`src/design/kpnms_pkg.sv`:
```
`timescale 1ns / 1ps
// shared types, constants and register codes of the 3x3 keypoint suppression block
package kpnms_pkg;

	localparam int SCORE_BITS    = 16;
	localparam int POS_X_BITS    = 10;
	localparam int POS_Y_BITS    = 12;
	localparam int CFG_W_BITS    = 11;
	localparam int CFG_H_BITS    = 12;
	localparam int CFG_B_BITS    = 4;
	localparam int DEF_MAX_WIDTH = 1024;
	localparam int QUEUE_DEPTH   = 4;
	localparam int QUEUE_LVL_BITS = $clog2(QUEUE_DEPTH + 1);
	localparam int APB_ADDR_BITS = 4;
	localparam int APB_DATA_BITS = 32;

	localparam logic [CFG_W_BITS-1:0] RST_IMAGE_WIDTH  = CFG_W_BITS'(640);
	localparam logic [CFG_H_BITS-1:0] RST_IMAGE_HEIGHT = CFG_H_BITS'(480);
	localparam logic [CFG_B_BITS-1:0] RST_BORDER_WIDTH = CFG_B_BITS'(2);

	localparam logic KIND_KEYPOINT = 1'b0;
	localparam logic KIND_END      = 1'b1;

	typedef enum logic [1:0] {
		REG_IMAGE_WIDTH     = 2'd0,
		REG_IMAGE_HEIGHT    = 2'd1,
		REG_BORDER_WIDTH    = 2'd2,
		REG_SCORE_THRESHOLD = 2'd3
	} reg_idx_t;

	typedef logic signed [SCORE_BITS-1:0] score_t;

	typedef struct packed {
		score_t score;
		logic   frame_start;
	} pixel_t;

	typedef struct packed {
		logic                  kind;
		logic [POS_X_BITS-1:0] pos_x;
		logic [POS_Y_BITS-1:0] pos_y;
		score_t                peak_score;
		logic                  last;
	} result_t;

	typedef struct packed {
		logic [CFG_W_BITS-1:0] image_width;
		logic [CFG_H_BITS-1:0] image_height;
		logic [CFG_B_BITS-1:0] border_width;
		score_t                score_threshold;
	} cfg_t;

	// one queue entry: what a pixel caused, carried out later by the back end
	typedef struct packed {
		logic                  has_key;
		logic                  has_eof;
		logic [POS_X_BITS-1:0] pos_x;
		logic [POS_Y_BITS-1:0] pos_y;
		score_t                score;
	} ent_t;

endpackage

```
`src/design/kpnms_queue.sv`:
```
`timescale 1ns / 1ps
// short show-ahead queue between the front and back ends
module kpnms_queue import kpnms_pkg::*; (
	input  logic                      clk,
	input  logic                      arst_n,
	input  logic                      wr,
	input  ent_t                      wdata,
	input  logic                      rd,
	output ent_t                      rdata,
	output logic                      q_empty,
	output logic [QUEUE_LVL_BITS-1:0] level
);

	localparam int AW = $clog2(QUEUE_DEPTH);

	ent_t                      ent_q [QUEUE_DEPTH];
	logic [AW-1:0]             wptr_q, rptr_q;
	logic [QUEUE_LVL_BITS-1:0] cnt_q;
	logic                      do_rd;

	assign q_empty = (cnt_q == '0);
	assign level   = cnt_q;
	assign rdata   = ent_q[rptr_q];
	assign do_rd   = rd && !q_empty;

	always_ff @(posedge clk) begin
		if (wr) begin
			ent_q[wptr_q] <= wdata;
		end
	end

	always_ff @(posedge clk or negedge arst_n) begin
		if (!arst_n) begin
			wptr_q <= '0;
			rptr_q <= '0;
			cnt_q  <= '0;
		end else begin
			if (wr) begin
				wptr_q <= (wptr_q == AW'(QUEUE_DEPTH - 1)) ? '0 : wptr_q + AW'(1);
			end
			if (do_rd) begin
				rptr_q <= (rptr_q == AW'(QUEUE_DEPTH - 1)) ? '0 : rptr_q + AW'(1);
			end
			cnt_q <= cnt_q + QUEUE_LVL_BITS'(wr) - QUEUE_LVL_BITS'(do_rd);
		end
	end

endmodule

```
`config.mk`:
```
export PLATFORM = sky130hd
export DESIGN_NAME = kpnms_queue
export DESIGN_NICKNAME = d
export VERILOG_FILES = /design/src/design/kpnms_pkg.sv /design/src/design/kpnms_queue.sv
export SDC_FILE = /design/constraint.sdc
export NUM_CORES = 1
export LEC_CHECK = 0
export ABC_AREA = 1
export BUFFER_PORTS_ARGS = -buffer_cell sky130_fd_sc_hd__buf_2
export CELL_PAD_IN_SITES_DETAIL_PLACEMENT = 1
export CELL_PAD_IN_SITES_GLOBAL_PLACEMENT = 1
export CORE_AREA = 2 2 137 139
export CTS_CLUSTER_SIZE = 25
export DETAILED_ROUTE_END_ITERATION = 6
export DIE_AREA = 0 0 139 141
export GPL_TIMING_DRIVEN = 0
export PLACE_DENSITY = 0.79
export SYNTH_ARGS = -nofsm -noshare
export SYNTH_HDL_FRONTEND = slang
export SYNTH_SLANG_ARGS = --single-unit
```
`constraint.sdc`:
```
create_clock -name clk -period 1.92 [get_ports clk]
set_clock_uncertainty 0.05 [all_clocks]
set_input_delay 0.192 -clock clk [delete_from_list [all_inputs] [get_ports clk]]
set_output_delay 0.192 -clock clk [all_outputs]
set_load 0.005 [all_outputs]
```
**Yosys cells after proc, flatten, opt, wreduce, memory -nomap -nowiden**

Memories as Yosys holds them, arrays and structs flattened.
Cells that the tools add are included.

- Output and inout port bits: 44
- RAM bits: 160
- Bits of input ports: 44
- Word-level logic and storage cells: 17
- Register bits: 7
- Memories kept: 1

Memory list:

| memory | depth | width | rd ports | clocked after memory_dff | wr ports | RTL line | source |
|---|---|---|---|---|---|---|---|
| ent_q | 4 | 40 | 1 | 0 | 1 | kpnms_queue.sv:16 | `ent_t ent_q [QUEUE_DEPTH];` |

- Add/subtract/negate cells: 4
- Reductions and logical operators: 3
- Multiplexer cells: 4
- Equal/unequal tests: 2

Operator list:

| operator | count |
|---|---|
| $add 2x1->2 const B | 2 |
| $eq 2x2->1 const B | 2 |
| $mux 2 | 2 |
| $add 3x1->3 | 1 |
| $logic_not 3->1 | 1 |
| $sub 3x1->3 | 1 |
| $mux 1 | 2 |
| $logic_and 1x1->1 | 1 |
| $logic_not 1->1 | 1 |

**Depth between registers and ports, before layout**

- Word-level depth: 4
- Gate-level depth with buffers: 12
- Gate-level depth less buffers: 12

**Least setup slack after synthesis**

No wires, ideal clock.

- Kind: reg-to-reg
- Start point: register cnt_q[1] (netlist: level[1])
- End point: register cnt_q[1] (netlist: level[1])
- Path slack: 19 ps
- Clock period less this slack: 1901 ps
- Arrival time: 1737 ps
- Cell stages (with the launch flop): 11
- Data required time: 1756 ps
- Path through: dfrtp_1 nor2_1 nand2_1 nand2_1 inv_1 ha_1 inv_1 ha_1 inv_1 fa_1 inv_1

- Word-level cells in the longest chain between the ends: 4
- Elaborated cells between the ends (all ways): 5
- Classes of those cells: add/sub (2); reduce/logical (3)

Ends and longest elaborated chain:

| what | RTL line | source |
|---|---|---|
| from (decl) | kpnms_queue.sv:18 | `logic [QUEUE_LVL_BITS-1:0] cnt_q;` |
| from (signal assigned) | kpnms_queue.sv:44 | `cnt_q <= cnt_q + QUEUE_LVL_BITS'(wr) - QUEUE_LVL_BITS'(do_rd);` |
| $logic_not 3->1 | kpnms_queue.sv:21 | `assign q_empty = (cnt_q == '0);` |
| $logic_not 1->1 | kpnms_queue.sv:24 | `assign do_rd = rd && !q_empty;` |
| $logic_and 1x1->1 | kpnms_queue.sv:24 |  |
| via do_rd | kpnms_queue.sv:19 | `logic do_rd;` |
| $sub 3x1->3 | kpnms_queue.sv:44 |  |

The timed path passes the listed nets, and every way through them passes these cells.
A chain may end at the register's enable or synchronous reset.

**Worst setup path in the final report**

- Start point: register cnt_q[0] (netlist: level[0])
- End point: register cnt_q[1] (netlist: level[1])

Same word-level chain as after synthesis.

==> impl_results.md <==
* CTS tree: done
* Switching share of power at 0.3502
* Layout cell share with drive strength beyond 1 at 0.3493
* Run status: finished, violations left
* Critical R2R Capture: level[1]$_DFF_PN0_
* Pwr Total at 13.29 mW
* Crit path from: level[0]$_DFF_PN0_
* Vias at 4462
* Chip width at 139 um
* Hold crit path type: input pin to asynchronous set/reset pin
* LEAKAGE at 3.687 nW
* Post-Synthesis Cell Area at 0.007079 mm2
* Area grow syn2layout at 27.87%
* Library cells used by synthesis at 18
* Crit path capture type: flip-flop
* Synthesis Warnings at 0
* Cell Pwr Density at 1468 mW/mm2
* Final Cycle Share at 1.006
* R2R Setup Slk at -0.01 ns
* HPWL Detailed at 10680 um
* Die Y at 141 um
* CTS buffer count at 17
* Post-Syn Instances at 520
* Worst Path Class, Setup: flip-flop to flip-flop
* First-pass GRT wire length at 26630 um
* Fin. max-slew vios at 0
* RSZ-0062 raised after global routing: yes
* Failing checks: negative setup slack
* GPL Wtd Cong at 0.7215
* CTS Sinks at 167
* Reg clk slew, reported paths at 0.07 ns
* Total track usage at 0.1809
* Clock Latency Late Sink at 0.43 ns
* Slew @ Worst Pin at 0.5503 ns
* Int Pwr at 8.632 mW
* Worst Path Arrival at 2.21 ns
* Comb pwr share at 0.389
* Min setup slack post-route at -0.01157 ns
* Crit-path max FO at 3
* Yosys reg bits at 167
* CP peak stage delay at 0.56 ns
* Critical path's most frequent cell: inv_2
* Core area at 0.01827 mm2
* Post-layout util at 0.4955
* Synth top area cells: edfxtp_1 68%, o211ai_2 7.1%, nand2_1 5.6%
* Final Hold Fails at 0
* Register area at 0.004981 mm2
* 1st-iter DRT viols at 176
* Routed Wire Length at 16890 um
* Post-route DRC at 0
* Max stage delay cell, worst path: fa_2
* Multi-input gate area at 0.001582 mm2
* Critical Path Sink: level[1]$_DFF_PN0_
* Min Tclk post-route at 1.932 ns
* Post-synthesis sequential area ratio at 0.7034
* Clk pwr share at 0.242
* Post-detailed-route count of antenna-violating nets at 0
* # IOs at 88
* Buf/Inv on CP at 5
* CTS Root Cell: clkbuf_16
* Relative slew slack at 0.6326
* Reg2Reg Depth at 10
* Critical Path RT at 2.20 ns
* N_diodes at 0
* Sequential power share at 0.369
* Hold Slack at 0.06800 ns
* Largest net degree at the start of global routing at 23
* DR WL/cell at 18.28 um
* TNS Setup at -0.01157 ns
* Htree depth at 4
* Die ar. at 0.01960 mm2
* Worst path depth at 10
* Synth Net Count at 572
* Psw at 4.653 mW
* Number of fill cells at 1881
* CP delay by family, top: adder cells
* Initial Util at 0.3875
* Initial antenna violation count at 0
* Vias in the first global route at 5023
* Pre-CTS setup slack at -0.1539 ns
* Fmax at 517.7 MHz
* Leading area contributor after synthesis: edfxtp_1
* DRT Pass-1 Iters at 4
* # rows at 50
* Setup violators final at 1
* Via density at 4.829
* Post-synth top area share at 0.6787
* Clk buf depth at 2
* Syn Area/Cell at 13.61 um2
* Port-buffer cells at 87
* Maximum Capacitance Violations at 0
* Cells along the critical path: inv_1, nand2_2, nand2_2, inv_2, ha_4, inv_2, ha_4, inv_2, fa_2, inv_2
* Worst VDD drop at 0.8110 mV
* FF-to-FF Start: level[0]$_DFF_PN0_
* Fin nets at 729
* Startpoint Class: flip-flop
* Grt ovf at 0
[area by class of cell]
type                    count  share of cell area
well taps                 234             0.03234
clock buffers              17             0.04699
repair buffers            138              0.1075
flip-flops and latches    167              0.5502
inverters                  94             0.03953
multi-input cells         232              0.1747
plain buffers              27             0.03442
clock inverters            15             0.01424
[power groups by stage]
stage / clock network [mW] / logic [mW] / registers, mW
2_1_floorplan: 0 / 2.87 / 4.95
3_3_place_gp: 0 / 4.47 / 4.97
3_5_place_dp: 0 / 4.74 / 4.99
4_1_cts: 3.25 / 5.02 / 4.90
5_1_grt: 3.41 / 5.70 / 4.94
6_report: 3.21 / 5.17 / 4.90
[synthesized netlist by cell type]
cell        n
edfxtp_1  160
nand2_1   105
fa_1        1
xor2_1      1
o211ai_1   40
nor2_1      3
buf_4       4
clkinv_1    1
buf_6      10
nand2_2    30
ha_1        7
dfrtp_1     7
buf_2      13
o211ai_2   40
inv_1      93
xnor2_1     1
o21ai_0     2
nand3_1     2
[kinds of logic after synthesis]
group	share of synthesized area
buffers and inverters	0.07918
and+or+nand+nor	0.08519
DFF	0.7034
AOI/OAI and AO/OA	0.1145
adders and majority gates	0.01520
xor gates and xnor gates	0.002475
[worst min path at each step]
stage	from	to	slack, ns	depth (start not counted)
floorplan	arst_n	level[0]$_DFF_PN0_	-0.15	0
global placement	arst_n	level[0]$_DFF_PN0_	-0.02	1
detailed placement	arst_n	level[2]$_DFF_PN0_	-0.008	1
CTS	wr	wptr_q[0]$_DFFE_PN0P_	0.009	2
global route	wr	wptr_q[0]$_DFFE_PN0P_	0.09	2
finish	arst_n	level[2]$_DFF_PN0_	0.07	2
[flip-flops by register name (all words and copies together), names as in the netlist]
register  count
ent_q       160
wptr_q        2
level         3
rptr_q        2
[cell usage in the layout, fill, tap and decap left out]
cell,n
edfxtp_1,160
nand2_1,102
buf_2,92
inv_1,85
dlygate4sd3_1,42
o211ai_2,40
o211ai_1,40
nand2_2,33
clkbuf_16,17
buf_12,11
inv_2,7
clkbuf_4,7
buf_4,6
clkinvlp_4,6
dfrtp_1,6
buf_6,5
ha_1,5
clkinv_2,3
inv_6,3
buf_8,2
inv_4,2
nor2_1,2
o21ai_0,2
nand3_1,2
ha_4,2
nor2_4,1
xor2_1,1
xnor2_1,1
fa_2,1
bufinv_16,1
clkinv_4,1
clkinv_1,1
dfrtp_2,1
[stage by stage]
stage	cell area (um2)	std cells
floorplan	7079	520
global placement	7807	841
detailed placement	7888	845
CTS	8932	923
global route	9052	924
finish	9052	924
[routing by layer]
metal | up-vias | wire [um] | global-route usage | part of all wire
met5 | - | 0 | 0 | 0
met4 | 0 | 299 | 0.07177 | 0.018
met3 | 26 | 564 | 0.03295 | 0.033
met2 | 86 | 9333 | 0.3404 | 0.55
met1 | 2238 | 6693 | 0.2029 | 0.40
li1 | 2112 | - | - | -
[what timing repair did]
action | 4_1_cts | 5_1_grt
pin swaps | 3 | 9
resized for setup | 11 | 37
buffers inserted | 4 | 1
hold buffers | 42 | 0
endpoints found under the setup margin | 28 | 84
hold endpoints to repair | 169 | 0
Power figures use the tool's default switching activity.
