===== config.mk =====
export PLATFORM = sky130hd
export DESIGN_NAME = kpnms_back
export DESIGN_NICKNAME = d
export VERILOG_FILES = /design/src/design/kpnms_pkg.sv /design/src/design/kpnms_back.sv
export SDC_FILE = /design/constraint.sdc
export NUM_CORES = 1
export LEC_CHECK = 0
export BUFFER_PORTS_ARGS = -buffer_cell sky130_fd_sc_hd__buf_2
export CORE_MARGIN = 4
export CORE_UTILIZATION = 35
export CTS_BUF_LIST = sky130_fd_sc_hd__clkbuf_4
export CTS_CLUSTER_SIZE = 8
export DETAILED_ROUTE_END_ITERATION = 12
export HOLD_SLACK_MARGIN = 0.05
export PLACE_DENSITY = 0.76
export SLEW_MARGIN = 0
export SYNTH_ARGS = -nofsm -noshare
export SYNTH_HDL_FRONTEND = slang
export SYNTH_SLANG_ARGS = --single-unit

===== constraint.sdc =====
create_clock -name clk -period 1.7 [get_ports clk]
set_clock_uncertainty 0.1 [all_clocks]
set_input_delay 0.255 -clock clk [delete_from_list [all_inputs] [get_ports clk]]
set_output_delay 0.255 -clock clk [all_outputs]
set_load 0.005 [all_outputs]

===== src/design/kpnms_pkg.sv =====
`timescale 1ns / 1ps
// shared types, constants and register codes of the 3x3 keypoint suppression block
package kpnms_pkg;

	localparam int SCORE_BITS    = 16;
	localparam int POS_X_BITS    = 10;
	localparam int POS_Y_BITS    = 12;
	localparam int CFG_W_BITS    = 11;
	localparam int CFG_H_BITS    = 12;
	localparam int CFG_B_BITS    = 4;
	localparam int DEF_MAX_WIDTH = 1024;
	localparam int QUEUE_DEPTH   = 4;
	localparam int QUEUE_LVL_BITS = $clog2(QUEUE_DEPTH + 1);
	localparam int APB_ADDR_BITS = 4;
	localparam int APB_DATA_BITS = 32;

	localparam logic [CFG_W_BITS-1:0] RST_IMAGE_WIDTH  = CFG_W_BITS'(640);
	localparam logic [CFG_H_BITS-1:0] RST_IMAGE_HEIGHT = CFG_H_BITS'(480);
	localparam logic [CFG_B_BITS-1:0] RST_BORDER_WIDTH = CFG_B_BITS'(2);

	localparam logic KIND_KEYPOINT = 1'b0;
	localparam logic KIND_END      = 1'b1;

	typedef enum logic [1:0] {
		REG_IMAGE_WIDTH     = 2'd0,
		REG_IMAGE_HEIGHT    = 2'd1,
		REG_BORDER_WIDTH    = 2'd2,
		REG_SCORE_THRESHOLD = 2'd3
	} reg_idx_t;

	typedef logic signed [SCORE_BITS-1:0] score_t;

	typedef struct packed {
		score_t score;
		logic   frame_start;
	} pixel_t;

	typedef struct packed {
		logic                  kind;
		logic [POS_X_BITS-1:0] pos_x;
		logic [POS_Y_BITS-1:0] pos_y;
		score_t                peak_score;
		logic                  last;
	} result_t;

	typedef struct packed {
		logic [CFG_W_BITS-1:0] image_width;
		logic [CFG_H_BITS-1:0] image_height;
		logic [CFG_B_BITS-1:0] border_width;
		score_t                score_threshold;
	} cfg_t;

	// one queue entry: what a pixel caused, carried out later by the back end
	typedef struct packed {
		logic                  has_key;
		logic                  has_eof;
		logic [POS_X_BITS-1:0] pos_x;
		logic [POS_Y_BITS-1:0] pos_y;
		score_t                score;
	} ent_t;

endpackage


===== src/design/kpnms_back.sv =====
`timescale 1ns / 1ps
// back end: splits queue entries into keypoint and end items, output register
module kpnms_back import kpnms_pkg::*; (
	input  logic    clk,
	input  logic    arst_n,
	input  ent_t    head,
	input  logic    head_valid,
	output logic    q_rd,
	input  logic    pop,
	output logic    empty,
	output result_t result
);

	logic    out_valid_q, phase_q;
	result_t out_q, item;
	logic    out_free, load, emit_key;

	assign out_free = !out_valid_q || pop;
	assign load     = out_free && head_valid;
	assign emit_key = head.has_key && !phase_q;
	assign q_rd     = load && !(emit_key && head.has_eof);

	always_comb begin
		if (emit_key) begin
			item.kind       = KIND_KEYPOINT;
			item.pos_x      = head.pos_x;
			item.pos_y      = head.pos_y;
			item.peak_score = head.score;
			item.last       = !head.has_eof;
		end else begin
			item.kind       = KIND_END;
			item.pos_x      = '0;
			item.pos_y      = '0;
			item.peak_score = '0;
			item.last       = 1'b1;
		end
	end

	always_ff @(posedge clk or negedge arst_n) begin
		if (!arst_n) begin
			out_valid_q <= 1'b0;
			phase_q     <= 1'b0;
		end else if (load) begin
			out_valid_q <= 1'b1;
			phase_q     <= emit_key && head.has_eof;
		end else if (pop) begin
			out_valid_q <= 1'b0;
		end
	end

	always_ff @(posedge clk) begin
		if (load) begin
			out_q <= item;
		end
	end

	assign empty  = !out_valid_q;
	assign result = out_q;

endmodule


== After elaboration in Yosys (flattened, before gate mapping) ==
Index checks and enable logic that the tools add are counted.

* Muxes and demuxes: 3
* Reductions and logical operators: 10

{| class="wikitable"
|+ Operator list
! kind !! count
|-
| $mux W40 || 1
|-
| $logic_and A1 B1 Y1 || 4
|-
| $logic_not A1 Y1 || 4
|-
| $mux W1 || 2
|-
| $reduce_bool A2 Y1 || 1
|-
| $logic_or A1 B1 Y1 || 1
|}

* Register bits after elaboration: 42
* Input port bits: 44
* Output and inout bits: 42
* Word-level logic and storage cells: 20

== Longest topological paths before layout ==
Gate-level depths: netlist (run 1).

* Depth after elaboration: 5
* Depth in mapped cells: 3
* Depth with buffers taken out: 3

== Worst setup path before layout (run 1) ==
No wires, ideal clock.

* Kind: register to register
* From: reg out_valid_q
* To: reg out_q (netlist bit result[0]) (enable)
* Setup time: 0.394 ns
* Arrival time: 1.329 ns
* Data required time: 1.206 ns
* Slack: -0.123 ns
* Cell stages (with the launch flop): 4
* Buffers on the path: 0
* Period minus slack after synthesis: 1.823 ns
* Cells stage by stage: dfrtp_1 -> nand2b_1 -> nand2_1 -> inv_1

* Longest elaborated chain between the ends: 3

{| class="wikitable"
|+ RTL lines
! item !! RTL line !! text
|-
| from (decl) || kpnms_back.sv:14 || <nowiki>logic out_valid_q, phase_q;</nowiki>
|-
| from (signal assigned) || kpnms_back.sv:41 || <nowiki>out_valid_q <= 1'b0;</nowiki>
|-
| from (signal assigned) || kpnms_back.sv:44 || <nowiki>out_valid_q <= 1'b1;</nowiki>
|-
| from (signal assigned) || kpnms_back.sv:47 || <nowiki>out_valid_q <= 1'b0;</nowiki>
|-
| $logic_not A1 Y1 || kpnms_back.sv:18 || <nowiki>assign out_free = !out_valid_q || pop;</nowiki>
|-
| $logic_or A1 B1 Y1 || kpnms_back.sv:18 ||
|-
| $logic_and A1 B1 Y1 || kpnms_back.sv:19 || <nowiki>assign load = out_free && head_valid;</nowiki>
|-
| named net load || kpnms_back.sv:16 || <nowiki>logic out_free, load, emit_key;</nowiki>
|-
| to (signal assigned) || kpnms_back.sv:53 || <nowiki>out_q <= item;</nowiki>
|-
| to (decl) || kpnms_back.sv:15 || <nowiki>result_t out_q, item;</nowiki>
|}

The timed path passes the listed nets, and every way through them passes these cells.
A chain may end at the register's enable or synchronous reset.

== Worst setup path after layout (run 1) ==
* From: in head_valid
* To: out q_rd

* Longest elaborated chain between the ends: 2

{| class="wikitable"
|+ RTL lines
! item !! RTL line !! text
|-
| from (decl) || kpnms_back.sv:7 || <nowiki>input logic head_valid,</nowiki>
|-
| $logic_and A1 B1 Y1 || kpnms_back.sv:19 ||
|-
| $logic_and A1 B1 Y1 || kpnms_back.sv:21 || <nowiki>assign q_rd = load && !(emit_key && head.has_eof);</nowiki>
|-
| to (decl) || kpnms_back.sv:8 || <nowiki>output logic q_rd,</nowiki>
|}

No other way between the ends.

==> flow_summary.json, run 1 <==
{
  "ys_seq_area_share_pct": 79.3,
  "slew_headroom_pct": 85.8,
  "root_buffer": "clkbuf_4",
  "yosys_warnings": 0,
  "ys_ff_latch": 42,
  "syn_nets": 139,
  "reg2reg_depth": 4,
  "syn_area_mm2": 0.00158,
  "worstPathRequired_ns": 1.34,
  "postCtsSetupBuffers": 0,
  "coreArea_mm2": 0.00435,
  "maxCapViolCount": 0,
  "drcViolationCount": 0,
  "grt_max_degree": 41,
  "min_period_over_period_pct": 91.9,
  "synth_top_area_cell": "edfxtp_1",
  "placed_cell_area_mm2": 0.00209,
  "drive_gt1_share_pct": 54.5,
  "fin_tns_setup_ns": 0,
  "cts_tree": "built",
  "cpPeakStageDelay_ns": 0.52,
  "critPathBufInv": 3,
  "synth_most_common_cell": "edfxtp_1",
  "min-delay-start": "head[24]",
  "ys_top_cells_by_count": "edfxtp_1, and2_1, and2_2, inv_1, clkbuf_2",
  "via_count": 1019,
  "diodes": 0,
  "worst_pin_slew_ns": 0.213,
  "r2r_end": "result[15]",
  "grt_usage_pct": 10.8,
  "htreeDepth": 2,
  "syn2layout_area_growth_pct": 38.9,
  "ys_types": 12,
  "crit_start": "head_valid",
  "r2r_start": "out_valid_q",
  "path_clk_slew_ns": 0.12,
  "crit_path_start_kind": "input pin",
  "ff2ff_setup_slack_ns": 0.36,
  "yosys-top-cells-area": "edfxtp_1, and2_1, dfrtp_1",
  "synth-async-reset-ratio_pct": 4.76,
  "path_cells": "dlygate4sd3_1, buf_2, nand2_2, a21oi_1, buf_2",
  "via_per_inst": 4.23,
  "hold_path.class": "input pin to register",
  "critical_path.max_fanout": 3,
  "cp.depth": 5,
  "firstDrtPassIters": 4,
  "io_buffers": 85,
  "clk_latency_ns": 0.34,
  "grt_pass1_wl_um": 4340,
  "drv_slew": 0,
  "leakage_nw": 0.977,
  "ir_drop_v": 0.000369,
  "overflow": 0,
  "grt_pass1_vias": 945,
  "dieWidth_um": 75.1,
  "crit_type": "input pin to primary output",
  "dieArea_mm2": 0.00565,
  "dp_hpwl_um": 2300,
  "status": "complete, no violations",
  "io_pins": 86,
  "max_freq_mhz": 640,
  "setup_viol": 0,
  "crit_end": "q_rd",
  "hold_violations": 0,
  "place_congestion": 0.751,
  "synth_edf_count": 40,
  "power_density_mw_per_mm2": 974,
  "min_period_ns": 1.56,
  "die-height_um": 75.1,
  "cp_common_cell": "buf_2",
  "rows": 24,
  "numClockSinks": 42,
  "start_util_pct": 36.2,
  "wirelength_um": 3140,
  "path_delay_family": "buffers and inverters",
  "cp.arrival_ns": 1.21,
  "ys.flop_type": "edfxtp_1",
  "synth_top_area_share_pct": 76.1,
  "clock_path_buffers": 2,
  "end_kind": "primary output",
  "drtIter0Drc": 35,
  "antenna_found_initial": 0,
  "avgSynthCellArea_um2": 16.6,
  "crit_slowest_cell": "dlygate4sd3_1",
  "final_area_mm2": 0.00219,
  "nets": 232,
  "numCtsBuffers": 5,
  "ant_nets": 0,
  "grt_setup_unrepaired": "no",
  "drt-wirelength-per-cell_um": 13.0,
  "synthesis.instances": 95
}
[placed cells by master (no fill, tap or decap)]
cell type       n
mux2i_1         1
nand2b_1        2
bufinv_16       1
and2_1         34
inv_1           3
dfrtp_1         2
a21oi_1         1
and2_2          4
clkbuf_4        6
edfxtp_1       40
dlygate4sd3_1   2
buf_2          85
buf_4           2
buf_12          1
nand2_1         1
clkinvlp_4      2
nand2_2         1
nor2b_4         1
[worst reg2reg max path, cell delays in order (launching register included)]
cell and delay (ns):
dfrtp_1 0.40, nand2b_1 0.11, nand2_2 0.10, clkinvlp_4 0.10
buf_12 0.22
[power by group]
group | internal (mW) | switching (mW) | total (mW)
clock network | 0.326 | 0.322 | 0.648
logic | 0.134 | 0.115 | 0.249
registers | 1.22 | 0.0169 | 1.24
total | 1.68 | 0.454 | 2.14
[registers in the layout, indices dropped and copies added, names as in the netlist]
signal,flops
out_valid_q,1
phase_q,1
result,40
[logic make-up (layout without fill, tap and decap cells)]
group / Yosys count / after routing / share of synthesized area, %
AND/OR/NAND/NOR: 43 / 43 / 17.5
buffers and inverters: 8 / 102 / 2.22
AO/OA/AOI/OAI: 1 / 1 / 0.317
multiplexers: 1 / 1 / 0.634
flip-flops: 42 / 42 / 79.3
[final cells by class]
class,instances,area [um2]
Clock inverter,2,37.5
Timing Repair Buffer,90,480
Sequential cell,42,1250
Fill cell,373,2160
Multi-Input combinational cell,45,294
Inverter,4,18.8
Clock buffer,6,45.0
Tap cell,52,65.1
[through the flow]
stage | std cells | setup slack (ns) | util, % | hold WS (ns) | power (mW)
floorplan | 95 | 0.0853 | - | -0.141 | 1.37
global placement | 231 | 0.362 | 47.9 | -0.0575 | 1.51
detailed placement | 231 | 0.328 | 47.9 | -0.0556 | 1.51
CTS | 241 | 0.0885 | 50.3 | 0.0532 | 2.17
global route | 241 | 0.0205 | 50.3 | 0.0572 | 2.24
finish | 241 | 0.138 | 50.3 | 0.0803 | 2.14
[repair_timing]
item                                   in CTS  in global routing
gates resized for setup                     0                  1
hold buffers                                2                  0
setup endpoints to repair                   0                  1
endpoints found under the hold margin       3                  0
[how the worst min path moves through the flow]
stage	endpoint	slack, ns	cells after the start
after floorplan	out_valid_q	-0.14	0
after global placement	phase_q	-0.06	1
after detailed placement	phase_q	-0.06	1
after CTS	out_valid_q	0.05	3
after global routing	result[29]	0.06	2
final	result[25]	0.08	2
[per-layer routing]
metal / wire length, um / share of wire (%) / vias up / track usage [%]
met5: 0 / 0 / - / 0
met2: 1470 / 47 / 59 / 18.3
met3: 456 / 15 / 4 / 4.81
met4: 45 / 1.4 / 0 / 5.24
li1: - / - / 508 / -
met1: 1170 / 37 / 448 / 11.4
(Power assumes the default switching activity.)
==> inputs of run 2 (changes only) <==
PLACE_DENSITY = 0.73   (was 0.76)
clock period = 1.55 ns   (was 1.7 ns; I/O delays follow)
==> flow_summary.json, run 2 (synthesis gave the netlist of run 1 again) <==
{
  "firstDrtPassIters": 4,
  "timing.hold.ws_ns": 0.0724,
  "leakage_nw": 1.09,
  "min_period_over_period_pct": 95.0,
  "maxCapViolCount": 0,
  "drt-wirelength-per-cell_um": 13.8,
  "via_count": 1156,
  "cpPeakStageDelay_ns": 0.53,
  "comb_power_share_pct": 15.9,
  "grt_max_degree": 32,
  "final_common_cell": "buf_2",
  "power_switching_mw": 0.496,
  "p_sw_share_pct": 22.5,
  "path_cells": "dlygate4sd3_1, buf_2, nand2_2, a21oi_2, buf_2",
  "final_cells": 270,
  "hold_path.class": "input pin to register",
  "setup_viol": 0,
  "end_kind": "primary output",
  "setup_ws_ns": 0.0777,
  "root_buffer": "clkbuf_4",
  "p_seq_share_pct": 61.7,
  "path_delay_family": "buffers and inverters",
  "io_buffers": 85,
  "critPathBufInv": 3,
  "place_congestion": 0.647,
  "dieArea_mm2": 0.00565,
  "min_period_ns": 1.47,
  "cts_tree": "built",
  "die-height_um": 75.1,
  "fin_tns_setup_ns": 0,
  "worst_pin_slew_ns": 0.136,
  "via_per_inst": 4.28,
  "dieWidth_um": 75.1,
  "cp.arrival_ns": 1.14,
  "dp_worst_setup_slack_ns": 0.274,
  "coreArea_mm2": 0.00435,
  "overflow": 0,
  "largest_reg_flops": 40,
  "crit_path_start_kind": "input pin",
  "ir_drop_v": 0.000585,
  "antenna_found_initial": 0,
  "placed_cell_area_mm2": 0.00211,
  "drtIter0Drc": 52,
  "rows": 24,
  "nets": 261,
  "p_clk_share_pct": 22.5,
  "drive_gt1_share_pct": 49.1,
  "power_density_mw_per_mm2": 899,
  "syn2layout_area_growth_pct": 55.9,
  "htreeDepth": 2,
  "wirelength_um": 3730,
  "grt_usage_pct": 12.0,
  "p_int_mw": 1.71,
  "crit_slowest_cell": "dlygate4sd3_1",
  "place_inst": 232,
  "drcViolationCount": 0,
  "path_clk_slew_ns": 0.12,
  "dp_hpwl_um": 2540,
  "hold_violations": 0,
  "crit_type": "input pin to primary output",
  "worstPathRequired_ns": 1.22,
  "critical_path.max_fanout": 2,
  "grt_pass1_wl_um": 4910,
  "ant_nets": 0,
  "layout_common_cells": "buf_2, edfxtp_1, and2_1",
  "max_freq_mhz": 679,
  "diodes": 0,
  "status": "complete, no violations",
  "final_area_mm2": 0.00246,
  "start_util_pct": 36.2,
  "io_pins": 86,
  "cp_common_cell": "buf_2",
  "numClockSinks": 42,
  "power.total_mw": 2.21,
  "drv_slew": 0,
  "numCtsBuffers": 5,
  "grt_pass1_vias": 1120,
  "finalCoreUtilization_pct": 56.5,
  "clock_path_buffers": 2,
  "slew_headroom_pct": 90.7,
  "clk_latency_ns": 0.34
}
==> run 2: cell count changes in the layout (fill, tap and decap cells not counted), sizes merged <==
cell,previous run,this run
dlygate4sd3,2,27
bufinv,1,0
buf,88,92
clkinv,0,2
clkbuf,6,5
==> run 2: area by class of cell <==
class	instances	area [um2]
clock buffers	5	37.5
clock inverters	3	16.3
fillers	360	1890
inverters	4	18.8
multi-input cells	45	298
flip-flops and latches	42	1250
well taps	52	65.1
repair buffers	119	773
==> run 2: final timing paths <==
kind	cells past startpoint	start	slack, ns	to
max in group asynchronous	2	arst_n	1.16	out_valid_q
worst min-delay path	2	head[20]	0.07	result[21]
worst max register to register	5	out_valid_q	0.14	result[28]
min in group asynchronous	2	arst_n	0.09	phase_q
worst min register to register	2	out_valid_q	0.47	out_valid_q
worst max-delay path	5	head_valid	0.08	q_rd
==> run 2: layer usage <==
| layer | up-vias | share of wire [%] | global-route usage, % |
|---|---|---|---|
| met1 | 532 | 34 | 12.5 |
| met3 | 9 | 6.3 | 3.60 |
| met5 | - | 0 | 0 |
| met2 | 50 | 58 | 22.0 |
| li1 | 565 | - | - |
| met4 | 0 | 1.6 | 5.63 |
==> run 2: worst register-to-register path, cell delays in order (launching register included) <==
cell and delay [ns]:
dfrtp_1 0.40, nand2b_1 0.12, nand2_2 0.08, buf_4 0.15, clkinvlp_4 0.08, buf_12 0.19
==> run 2: power by group through the flow <==
stage	Sequential (mW)	Clock [mW]	Combinational [mW]
global route	1.37	0.585	0.389
floorplan	1.40	0	0.109
detailed placement	1.39	0	0.290
finish	1.36	0.497	0.351
CTS	1.36	0.529	0.324
global placement	1.39	0	0.283
==> run 2: what timing repair did <==
item | 4_1_cts | 5_1_grt
pin swaps | 0 | 1
hold buffers | 15 | 12
buffers inserted | 1 | 2
hold endpoints to repair | 16 | 12
setup endpoints to repair | 1 | 1
gates resized for setup | 0 | 1
