## src/design/kpnms_pkg.sv

```systemverilog
`timescale 1ns / 1ps
// shared types, constants and register codes of the 3x3 keypoint suppression block
package kpnms_pkg;

	localparam int SCORE_BITS    = 16;
	localparam int POS_X_BITS    = 10;
	localparam int POS_Y_BITS    = 12;
	localparam int CFG_W_BITS    = 11;
	localparam int CFG_H_BITS    = 12;
	localparam int CFG_B_BITS    = 4;
	localparam int DEF_MAX_WIDTH = 1024;
	localparam int QUEUE_DEPTH   = 4;
	localparam int QUEUE_LVL_BITS = $clog2(QUEUE_DEPTH + 1);
	localparam int APB_ADDR_BITS = 4;
	localparam int APB_DATA_BITS = 32;

	localparam logic [CFG_W_BITS-1:0] RST_IMAGE_WIDTH  = CFG_W_BITS'(640);
	localparam logic [CFG_H_BITS-1:0] RST_IMAGE_HEIGHT = CFG_H_BITS'(480);
	localparam logic [CFG_B_BITS-1:0] RST_BORDER_WIDTH = CFG_B_BITS'(2);

	localparam logic KIND_KEYPOINT = 1'b0;
	localparam logic KIND_END      = 1'b1;

	typedef enum logic [1:0] {
		REG_IMAGE_WIDTH     = 2'd0,
		REG_IMAGE_HEIGHT    = 2'd1,
		REG_BORDER_WIDTH    = 2'd2,
		REG_SCORE_THRESHOLD = 2'd3
	} reg_idx_t;

	typedef logic signed [SCORE_BITS-1:0] score_t;

	typedef struct packed {
		score_t score;
		logic   frame_start;
	} pixel_t;

	typedef struct packed {
		logic                  kind;
		logic [POS_X_BITS-1:0] pos_x;
		logic [POS_Y_BITS-1:0] pos_y;
		score_t                peak_score;
		logic                  last;
	} result_t;

	typedef struct packed {
		logic [CFG_W_BITS-1:0] image_width;
		logic [CFG_H_BITS-1:0] image_height;
		logic [CFG_B_BITS-1:0] border_width;
		score_t                score_threshold;
	} cfg_t;

	// one queue entry: what a pixel caused, carried out later by the back end
	typedef struct packed {
		logic                  has_key;
		logic                  has_eof;
		logic [POS_X_BITS-1:0] pos_x;
		logic [POS_Y_BITS-1:0] pos_y;
		score_t                score;
	} ent_t;

endpackage

```

## src/design/kpnms_cfg.sv

```systemverilog
`timescale 1ns / 1ps
// apb register file holding geometry and threshold
module kpnms_cfg import kpnms_pkg::*; (
	input  logic                     clk,
	input  logic                     arst_n,
	input  logic                     psel,
	input  logic                     penable,
	input  logic                     pwrite,
	input  logic [APB_ADDR_BITS-1:0] paddr,
	input  logic [APB_DATA_BITS-1:0] pwdata,
	output logic [APB_DATA_BITS-1:0] prdata,
	output logic                     pready,
	output cfg_t                     cfg
);

	cfg_t     cfg_q;
	reg_idx_t idx;
	logic     wr_en;

	assign idx    = reg_idx_t'(paddr[3:2]);
	assign wr_en  = psel && penable && pwrite;
	assign pready = 1'b1;
	assign cfg    = cfg_q;

	always_ff @(posedge clk or negedge arst_n) begin
		if (!arst_n) begin
			cfg_q.image_width     <= RST_IMAGE_WIDTH;
			cfg_q.image_height    <= RST_IMAGE_HEIGHT;
			cfg_q.border_width    <= RST_BORDER_WIDTH;
			cfg_q.score_threshold <= '0;
		end else if (wr_en) begin
			case (idx)
				REG_IMAGE_WIDTH: begin
					cfg_q.image_width <= pwdata[CFG_W_BITS-1:0];
				end
				REG_IMAGE_HEIGHT: begin
					cfg_q.image_height <= pwdata[CFG_H_BITS-1:0];
				end
				REG_BORDER_WIDTH: begin
					cfg_q.border_width <= pwdata[CFG_B_BITS-1:0];
				end
				REG_SCORE_THRESHOLD: begin
					cfg_q.score_threshold <= signed'(pwdata[SCORE_BITS-1:0]);
				end
				default: begin
				end
			endcase
		end
	end

	always_comb begin
		case (idx)
			REG_IMAGE_WIDTH:     prdata = APB_DATA_BITS'(cfg_q.image_width);
			REG_IMAGE_HEIGHT:    prdata = APB_DATA_BITS'(cfg_q.image_height);
			REG_BORDER_WIDTH:    prdata = APB_DATA_BITS'(cfg_q.border_width);
			REG_SCORE_THRESHOLD: begin
				prdata = {{(APB_DATA_BITS-SCORE_BITS){1'b0}}, cfg_q.score_threshold};
			end
			default:             prdata = '0;
		endcase
	end

endmodule

```

## config.mk

```make
export PLATFORM = sky130hd
export DESIGN_NAME = kpnms_cfg
export DESIGN_NICKNAME = d
export VERILOG_FILES = /design/src/design/kpnms_pkg.sv /design/src/design/kpnms_cfg.sv
export SDC_FILE = /design/constraint.sdc
export NUM_CORES = 1
export LEC_CHECK = 0
export ABC_CLOCK_PERIOD_IN_PS = 1400
export BUFFER_PORTS_ARGS = -buffer_cell sky130_fd_sc_hd__buf_2
export CORE_ASPECT_RATIO = 0.9
export CORE_MARGIN = 5
export CORE_UTILIZATION = 30
export DETAILED_ROUTE_END_ITERATION = 10
export SLEW_MARGIN = 20
export SYNTH_ARGS = -nofsm -noshare
export SYNTH_HDL_FRONTEND = slang
export SYNTH_SLANG_ARGS = --single-unit
```

## constraint.sdc

```tcl
create_clock -name clk -period 1.4 [get_ports clk]
set_clock_uncertainty 0.1 [all_clocks]
set_input_delay 0.21 -clock clk [delete_from_list [all_inputs] [get_ports clk]]
set_output_delay 0.21 -clock clk [all_outputs]
set_load 0.01 [all_outputs]
```

# After elaboration in Yosys (flattened, before gate mapping)

Cells that the tools add are included.

Register bits: 43
Latch bits: 0
Memory bits (writable): 0
ROM bits: 0
Bits of input ports: 41
Output and inout port bits: 76
Word-level logic and storage cells: 15
Memories: 0

Add/sub/neg operators: 0
$mul: 0
Div/mod/pow operators: 0
$lt $le $gt $ge: 0
Equality and inequality tests: 3
Shifts and indexed selects: 0
Mux-type cells: 1
Bitwise logic cells: 0
Reductions and logical operators: 7

Operators by type and width:

| kind                                           | count |
|---|---|
| one-hot mux 32 bit (4 select lines)            | 1 |
| AND reduction 2 bit                            | 4 |
| == test 2 bit (second input constant)          | 2 |
| == test 2 x 1 -> 1 bit (second input constant) | 1 |
| logical AND 1 bit                              | 2 |
| zero test 2 bit                                | 1 |

# Depth between registers and ports, before layout

Gate-level depths: netlist of the first run.

Depth after elaboration: 3
Depth in mapped cells: 5
Mapped depth without buffers: 3

# Worst setup path before layout of the first run

No wires, ideal clock.

Path kind: input port to flip-flop
From: input port paddr[2]
To: register cfg_q, in the netlist cfg[33]
Setup time: 125 ps
Arrival: 1197 ps
Required time: 1175 ps
Slack: -22 ps
Stages: 4
Path buffers: 2
Cells stage by stage: buf_2 nor3_1 buf_2 mux2_2

Word-level cells in the longest chain between the ends: 2

Ends and longest elaborated chain:

| element                              | RTL line        | text |
|---|---|---|
| start, declared                      | kpnms_cfg.sv:9  | `input logic [APB_ADDR_BITS-1:0] paddr,` |
| zero test 2 bit                      | kpnms_cfg.sv:32 | `case (idx)` |
| AND reduction 2 bit (no source line) | -               |  |
| end, declared                        | kpnms_cfg.sv:16 | `cfg_t cfg_q;` |

Every way passes these cells.
A chain may end at the register's enable or synchronous reset.

# Worst setup path after layout of the first run

From: register cfg_q, in the netlist cfg[18]
To: output port prdata[2]

Word-level cells in the longest chain between the ends: 1

Ends and longest elaborated chain:

| element                             | RTL line        | text |
|---|---|---|
| one-hot mux 32 bit (4 select lines) | kpnms_cfg.sv:52 | `case (idx)` |
| end, declared                       | kpnms_cfg.sv:11 | `output logic [APB_DATA_BITS-1:0] prdata,` |

Every way passes these cells. The select of a mux whose other input is x is not followed.

==> flow_metrics.py, run 1 <==
metrics = {
    "run_status": {
        "outcome": "finished with violations",
        "violations": "negative setup slack",
    },
    "detailed_routing": {
        "drc": 0,
        "vias": 1572,
        "drt-initial-drc-count": 25,
        "antenna_left": 0,
        "firstDrtPassIters": 4,
        "drt-vias-per-instance": 4.38,
        "wl_per_cell_um": 14.9,
        "wirelength_um": 5360,
    },
    "place": {
        "place.gp.congestion": 0.702,
        "port_buffers": 81,
        "post-place-ws_ns": -0.137,
        "place_hpwl_um": 3890,
    },
    "finish": {
        "nets": 309,
        "num_antenna_cells": 0,
        "drive_gt1_frac": 0.691,
        "largest_reg_flops": 43,
        "final_util": 0.440,
        "areaGrowthSynthToFinish_pct": 41.2,
    },
    "synth": {
        "netlist_top_cells_count": "mux2_2 (43), dfrtp_1 (36), buf_4 (18)",
        "synth_top_cell_by_area": "dfrtp_1",
        "seq_area_frac_synth": 0.526,
        "async_flop_share": 1.00,
        "synth-seq-cells": 43,
        "synth_warnings": 0,
        "syn_inst": 151,
        "syn-cell-area_sq_um": 2060,
        "synth_area_leaders": "dfrtp_1 (44%), mux2_2 (23%), dfstp_2 (8.9%), buf_4 (6.5%), mux4_2 (4.4%)",
        "syn_avg_cell_area_sq_um": 13.7,
        "synth_flop_cell": "dfrtp_1",
        "synth_top_area_share": 0.437,
        "synth_edf_count": 0,
        "synth_most_common_cell": "mux2_2",
        "ys_types": 20,
    },
    "floorplanning": {
        "start_util": 0.312,
        "dieHeight_um": 88.7,
        "rows": 28,
        "ios": 117,
        "die-width_um": 97.4,
        "core-area_sq_um": 6620,
        "dieArea_sq_um": 8640,
    },
    "critical_path": {
        "r2r_slack_ns": 0.30,
        "arrival_ns": 1.30,
        "reg2reg_from": "cfg[3]$_DFFE_PN0P_",
        "critical_path_required_ns": 1.09,
        "crit_path_end_kind": "output port",
        "critPathKind": "flip-flop to output port",
        "path_max_fanout": 3,
        "reg2reg_depth": 3,
        "r2r-end": "cfg[3]$_DFFE_PN0P_",
        "cp-start-kind": "flip-flop",
    },
    "job": {
        "maxCapViolations": 0,
    },
    "grt": {
        "grt_pass1_vias": 1686,
        "grt_max_degree": 44,
        "grt_usage": 0.125,
        "grt_overflow": 0,
        "grt_first_pass_wirelength_um": 8430,
        "antenna_found_initial": 0,
    },
    "timing": {
        "fmax_mhz": 620,
        "final_hold_viol_count": 0,
        "slew_viol_final": 0,
        "fin_tns_setup_ns": -1.11,
        "timing.final.crit_share": 1.15,
        "setup_slack_ns": -0.214,
        "setup_violations": 9,
        "rsz0062_at_grt": "yes",
        "fin_crit_ns": 1.61,
        "holdWs_ns": 0.0531,
    },
    "worst_hold_path": {
        "worstHoldStart": "pwdata[12]",
        "min_path_cells": 2,
        "hold_end": "cfg[12]$_DFFE_PN0P_",
        "hold_class": "primary input to flip-flop",
    },
    "power": {
        "power.density_nw_per_um2": 1350,
        "ir_drop_mv": 0.699,
        "p_leak_nw": 1.48,
    },
    "clock_network": {
        "cts.clk_slew.worst_paths_ns": 0.08,
        "htree_levels": 2,
        "insertion_delay_ns": 0.28,
        "cts_buffer_depth": 2,
        "cts_tree": "done",
        "numCtsBuffers": 5,
        "root_buffer": "clkbuf_8",
        "clock_sinks": 43,
    },
}
[cell type report]
cell class                 count  area [sq um]
sequential                    43          1080
multi-input combinational     98           873
tap                           90           113
fill                         663          3710
clock buffer                   6          72.6
clock inverter                 2          12.5
timing repair buffer         120           757
[cell usage in the layout (no fill, tap or decap), types with 2 or more instances in the layout]
master,n
conb_1,17
mux2_2,43
buf_6,5
mux4_2,4
nand2_1,8
dfrtp_1,36
buf_4,36
buf_12,2
mux2i_1,8
buf_2,76
and3_1,4
clkbuf_8,5
o21ai_1,7
dfstp_2,7
[how the worst max path moves through the flow]
stage,startpoint,endpoint,slack [ns],cells past startpoint
6_report,cfg[18]$_DFFE_PN0P_,prdata[2],-0.21,2
3_5_place_dp,paddr[2],cfg[40]$_DFFE_PN0P_,-0.14,5
2_1_floorplan,paddr[2],cfg[33]$_DFFE_PN0P_,0.009,4
3_3_place_gp,paddr[2],cfg[40]$_DFFE_PN0P_,-0.11,5
5_1_grt,cfg[2]$_DFFE_PN0P_,prdata[2],-0.27,2
4_1_cts,cfg[18]$_DFFE_PN0P_,prdata[2],-0.23,2
[critical path, cell delays in order (launching register included)]
cell and delay [ns]:
dfrtp_1 0.40, mux4_2 0.48, buf_6 0.14
[power by group]
group	internal, mW	switching [mW]
sequential	1.57	0.191
clock	0.349	0.405
combinational	0.799	0.618
[per-stage QoR]
stage               instances  total power, mW  area (sq um)
floorplan                 166             2.43          2130
global placement          331             2.95          2640
detailed placement        331             2.98          2640
CTS                       353             3.89          2840
global route              359             4.18          2910
finish                    359             3.93          2910
[timing repair]
item,CTS,global route
endpoints found under the hold margin,36,0
pin swaps,1,1
buffers inserted,13,6
resized for setup,8,6
endpoints found under the setup margin,11,14
hold buffers,1,0
[per-layer routing]
| layer | vias to the layer above | track usage | routed length [um] |
|---|---|---|---|
| li1 | 728 | - | - |
| met2 | 63 | 0.212 | 2520 |
| met5 | - | 0 | 0 |
| met4 | 0 | 0.0440 | 72 |
| met3 | 7 | 0.0426 | 437 |
| met1 | 774 | 0.150 | 2330 |
[kinds of logic (layout without fill, tap and decap cells)]
family                 after synthesis  in the layout  synth area share
buffers and inverters               25            128            0.0843
AOI/OAI and AO/OA                    7              7            0.0170
other                                2             17           0.00364
and+or+nand+nor                     19             19            0.0522
DFF                                 43             43             0.526
muxes                               55             55             0.317
No activity file was read; power rests on OpenSTA's default activity.
==> inputs of run 2 (changes only) <==
Settings changed: CORE_UTILIZATION 30 to 35, PLACE_DENSITY set to 0.77.
==> run 2 against run 1 <==
The flow still finishes with violations (negative setup slack); via count down 1.7%; maximum frequency down 1.3%; register-to-register slack about the same; die area down 13%; flip-flop and latch count unchanged.
==> flow_metrics.py, run 2 (synthesized netlist as in run 1, its figures left out) <==
metrics = {
    "finish": {
        "nets": 305,
        "num_antenna_cells": 0,
        "final_common_cell": "buf_2",
        "final_area_sq_um": 2900,
        "drive_gt1_frac": 0.687,
        "final_cell_mix": "buf_2 (73), mux2_2 (43), dfrtp_1 (36), buf_4 (31), conb_1 (17)",
        "areaGrowthSynthToFinish_pct": 40.5,
        "largest_reg_flops": 43,
    },
    "place": {
        "place_hpwl_um": 3850,
        "place.gp.congestion": 0.690,
        "post-place-ws_ns": -0.161,
        "placed_area_sq_um": 2600,
        "port_buffers": 81,
    },
    "critical_path": {
        "r2r_slack_ns": 0.30,
        "crit_path_end_kind": "output port",
        "path_max_fanout": 2,
        "max_stage_delay_ns": 0.49,
        "r2r-end": "cfg[1]$_DFFE_PN0P_",
        "critPathKind": "flip-flop to output port",
        "reg2reg_depth": 3,
        "arrival_ns": 1.33,
        "path_cells": "mux4_2 > buf_6",
        "slowest_stage": "mux4_2",
        "cp-start-kind": "flip-flop",
        "critical_path_required_ns": 1.09,
        "reg2reg_from": "cfg[1]$_DFFE_PN0P_",
    },
    "power": {
        "power.density_nw_per_um2": 1440,
        "p_sw_frac": 0.304,
        "power_frac_clock": 0.236,
        "switchingPower_mw": 1.27,
        "p_leak_nw": 1.48,
        "p_seq_frac": 0.424,
        "ir_drop_mv": 0.784,
        "combPwrFrac": 0.340,
        "p_int_mw": 2.90,
    },
    "timing": {
        "timing.final.crit_share": 1.17,
        "final_hold_viol_count": 0,
        "fmax_mhz": 612,
        "slew_viol_final": 0,
        "holdWs_ns": 0.0420,
        "setup_slack_ns": -0.235,
        "setup_violations": 9,
        "fin_crit_ns": 1.64,
        "rsz0062_at_grt": "yes",
    },
    "grt": {
        "grt_pass1_vias": 1693,
        "grt_max_degree": 44,
        "grt_first_pass_wirelength_um": 8630,
        "antenna_found_initial": 0,
        "grt_usage": 0.143,
        "grt_overflow": 0,
    },
    "clock_network": {
        "htree_levels": 2,
        "numCtsBuffers": 5,
        "clock_sinks": 43,
        "cts_buffer_depth": 2,
        "cts.clk_slew.worst_paths_ns": 0.09,
        "cts_tree": "done",
        "insertion_delay_ns": 0.29,
        "root_buffer": "clkbuf_8",
    },
    "detailed_routing": {
        "wirelength_um": 5350,
        "drt-initial-drc-count": 33,
        "drc": 0,
        "firstDrtPassIters": 4,
        "antenna_left": 0,
        "drt-vias-per-instance": 4.61,
        "wl_per_cell_um": 16.0,
        "vias": 1546,
    },
    "worst_hold_path": {
        "hold_end": "cfg[15]$_DFFE_PN0P_",
        "min_path_cells": 2,
        "hold_class": "primary input to flip-flop",
        "worstHoldStart": "pwdata[15]",
    },
    "floorplanning": {
        "ios": 117,
        "dieHeight_um": 82.8,
        "start_util": 0.362,
        "die-width_um": 90.9,
        "core-area_sq_um": 5690,
        "dieArea_sq_um": 7530,
        "rows": 26,
    },
    "job": {
        "maxCapViolations": 0,
    },
    "run_status": {
        "outcome": "finished with violations",
        "violations": "negative setup slack",
    },
}
==> run 2: how the worst max path moves through the flow <==
stage	startpoint	to	slack, ns	cells after the start
2_1_floorplan	paddr[2]	cfg[33]$_DFFE_PN0P_	0.009	4
3_3_place_gp	paddr[2]	cfg[40]$_DFFE_PN0P_	-0.14	5
3_5_place_dp	paddr[2]	cfg[20]$_DFFE_PN0P_	-0.16	3
4_1_cts	cfg[1]$_DFFE_PN0P_	prdata[1]	-0.23	2
5_1_grt	cfg[1]$_DFFE_PN0P_	prdata[1]	-0.28	2
6_report	cfg[1]$_DFFE_PN0P_	prdata[1]	-0.24	2
==> run 2: timing repair <==
item	CTS	global route
buffers inserted	13	3
resized for setup	9	9
hold buffers	1	0
hold endpoints to repair	36	0
setup endpoints to repair	11	15
==> run 2: critical path, delay by kind of cell (launching register included) <==
family	cells	cell delay, ns
buffers and inverters	1	0.14
DFF	1	0.39
muxes	1	0.49
==> run 2: per-stage QoR <==
| step | power [mW] | utilization | cells | setup TNS (ns) |
|---|---|---|---|---|
| global placement | 2.92 | 0.456 | 310 | -4.86 |
| detailed placement | 2.98 | 0.456 | 310 | -6.08 |
| finish | 4.17 | 0.509 | 335 | -1.21 |
| global route | 4.42 | 0.509 | 335 | -1.88 |
| floorplan | 2.43 | - | 166 | 0 |
| CTS | 4.12 | 0.497 | 332 | -1.29 |
==> run 2: power groups by stage <==
stage | clock, mW | combinational, mW | sequential [mW]
after floorplan | 0 | 0.513 | 1.91
after global placement | 0 | 1.14 | 1.78
after detailed placement | 0 | 1.17 | 1.81
after CTS | 1.02 | 1.34 | 1.76
after global routing | 1.07 | 1.54 | 1.81
final | 0.985 | 1.42 | 1.77
==> run 2: cell type report <==
cell class / count / area, sq um
clock buffers: 5 / 68.8
clock inverters: 3 / 46.3
fillers: 502 / 2790
multi-input cells: 98 / 871
flip-flops and latches: 43 / 1080
well taps: 70 / 87.6
repair buffers: 116 / 741
==> run 2: metal layers <==
metal,vias up,GRT usage,wire [um]
met2,59,0.246,2720
met4,0,0.0400,43
met5,-,0,0
met1,759,0.172,2210
li1,723,-,-
met3,5,0.0407,380
==> inputs of run 3 (changes only) <==
Settings changed: CORE_UTILIZATION 35 to 44, PLACE_DENSITY 0.77 to 0.91.
==> run 3 against run 2 <==
The flow still finishes with violations (negative setup slack); via count is 2.3% higher; total power is 1.0% lower; sequential power hardly changed; register-to-register slack improved by 0.08 ns; combinational power shrank 3%; final cell count is 2.4% lower; cell area fell by 1.1%; critical path depth unchanged; global-route usage increased by 2.7 points; clock power shrank 0.4%; critical path type unchanged.
==> flow_metrics.py, run 3 (synthesized netlist as in run 1, its figures left out) <==
metrics = {
    "finish": {
        "nets": 305,
        "instances_no_fill": 327,
        "final_common_cell": "buf_2",
        "drive_gt1_frac": 0.687,
        "final_cell_mix": "buf_2 (77), mux2_2 (43), dfrtp_1 (36), buf_4 (31), conb_1 (17)",
        "num_antenna_cells": 0,
        "areaGrowthSynthToFinish_pct": 38.9,
        "final_area_sq_um": 2870,
        "largest_reg_flops": 43,
        "final_util": 0.639,
    },
    "grt": {
        "antenna_found_initial": 0,
        "grt_usage": 0.170,
        "grt_pass1_vias": 1595,
        "grt_use_met2": 0.307,
        "grt_first_pass_wirelength_um": 7810,
        "grt_overflow": 0,
        "grt_max_degree": 44,
        "grt_busiest_layer": "met2",
        "grt_use_met3": 0.0395,
        "grt_use_met1": 0.209,
    },
    "critical_path": {
        "crit_path_end_kind": "output port",
        "critPathKind": "flip-flop to output port",
        "max_stage_delay_ns": 0.50,
        "path_delay_family": "multiplexers",
        "path_cells": "mux4_2 > buf_6",
        "worst-path-buf-inv": 1,
        "cp-start-kind": "flip-flop",
        "slowest_stage": "mux4_2",
        "path_max_fanout": 2,
        "critical_path_required_ns": 1.09,
        "arrival_ns": 1.32,
    },
    "power": {
        "power.density_nw_per_um2": 1440,
        "p_seq_frac": 0.427,
        "total_power_mw": 4.12,
        "p_leak_nw": 1.48,
        "p_int_mw": 2.91,
        "power_frac_clock": 0.238,
        "switchingPower_mw": 1.22,
        "p_sw_frac": 0.295,
        "ir_drop_mv": 0.893,
        "combPwrFrac": 0.335,
    },
    "timing": {
        "slew_viol_final": 0,
        "fmax_mhz": 613,
        "timing.final.crit_share": 1.17,
        "holdWs_ns": 0.0570,
        "fin_tns_setup_ns": -1.10,
        "rsz0062_at_grt": "yes",
        "setup_violations": 10,
        "final_hold_viol_count": 0,
        "setup_slack_ns": -0.232,
        "fin_crit_ns": 1.63,
    },
    "place": {
        "place_hpwl_um": 3780,
        "placed_cells": 302,
        "port_buffers": 81,
        "place.gp.congestion": 0.737,
        "post-place-ws_ns": -0.185,
        "placed_area_sq_um": 2590,
    },
    "clock_network": {
        "insertion_delay_ns": 0.28,
        "cts.clk_slew.worst_paths_ns": 0.08,
        "numCtsBuffers": 5,
        "root_buffer": "clkbuf_8",
        "clock_sinks": 43,
        "cts_tree": "done",
        "htree_levels": 2,
        "cts_buffer_depth": 2,
    },
    "floorplanning": {
        "start_util": 0.460,
        "rows": 23,
        "die-width_um": 82.2,
        "dieArea_sq_um": 6160,
        "ios": 117,
        "core-area_sq_um": 4490,
        "dieHeight_um": 75.0,
    },
    "detailed_routing": {
        "drc": 0,
        "drt-initial-drc-count": 63,
        "antenna_left": 0,
        "wl_per_cell_um": 15.4,
        "wirelength_um": 5050,
        "drt-vias-per-instance": 4.83,
        "firstDrtPassIters": 4,
        "vias": 1581,
    },
    "run_status": {
        "violations": "negative setup slack",
        "outcome": "finished with violations",
    },
    "job": {
        "maxCapViolations": 0,
    },
    "worst_hold_path": {
        "hold_class": "primary input to flip-flop",
    },
}
-- run 3: cell count changes in the layout (fill, tap and decap cells not counted), sizes merged --
cell,delta
clkbuf,+1
clkinv,+1
clkinvlp,-1
inv,-1
-- run 3: final timing paths --
| check | startpoint | end | slack, ns | depth (start not counted) |
|---|---|---|---|---|
| worst max-delay path | cfg[2]$_DFFE_PN0P_ | prdata[2] | -0.23 | 2 |
| worst min-delay path | pwdata[12] | cfg[12]$_DFFE_PN0P_ | 0.06 | 2 |
| worst max register to register | cfg[26]$_DFFE_PN1P_ | cfg[26]$_DFFE_PN1P_ | 0.38 | 3 |
| worst min register to register | cfg[13]$_DFFE_PN0P_ | cfg[13]$_DFFE_PN0P_ | 0.43 | 1 |
| max in group asynchronous | arst_n | cfg[28]$_DFFE_PN1P_ | 0.59 | 3 |
| min in group asynchronous | arst_n | cfg[3]$_DFFE_PN0P_ | 0.33 | 3 |
-- run 3: layout make-up --
| cell class | count | area (sq um) |
|---|---|---|
| Multi-Input combinational cell | 98 | 871 |
| Clock inverter | 2 | 35.0 |
| Sequential cell | 43 | 1080 |
| Tap cell | 62 | 77.6 |
| Fill cell | 347 | 1620 |
| Clock buffer | 6 | 82.6 |
| Timing Repair Buffer | 116 | 716 |
-- run 3: power by group through the flow --
stage / registers (mW) / clock network [mW] / logic [mW]
global route: 1.80 / 1.08 / 1.50
finish: 1.76 / 0.981 / 1.38
global placement: 1.78 / 0 / 1.13
floorplan: 1.91 / 0 / 0.513
CTS: 1.76 / 1.00 / 1.34
detailed placement: 1.80 / 0 / 1.17
-- run 3: layer usage --
metal  share of wire  wire length [um]
met5               0                 0
met4          0.0034                17
met3           0.060               303
met2            0.55              2770
met1            0.39              1960
-- run 3: worst register-to-register path: stages (launching register included) --
cell and delay, ns:
dfstp_2 0.38, buf_4 0.12, buf_6 0.11, mux2_2 0.25
-- run 3: repair_timing --
action	in CTS	in global routing
resized for setup	11	3
hold endpoints to repair	36	0
buffers inserted	13	3
hold buffers	1	0
pin swaps	1	1
endpoints found under the setup margin	14	11
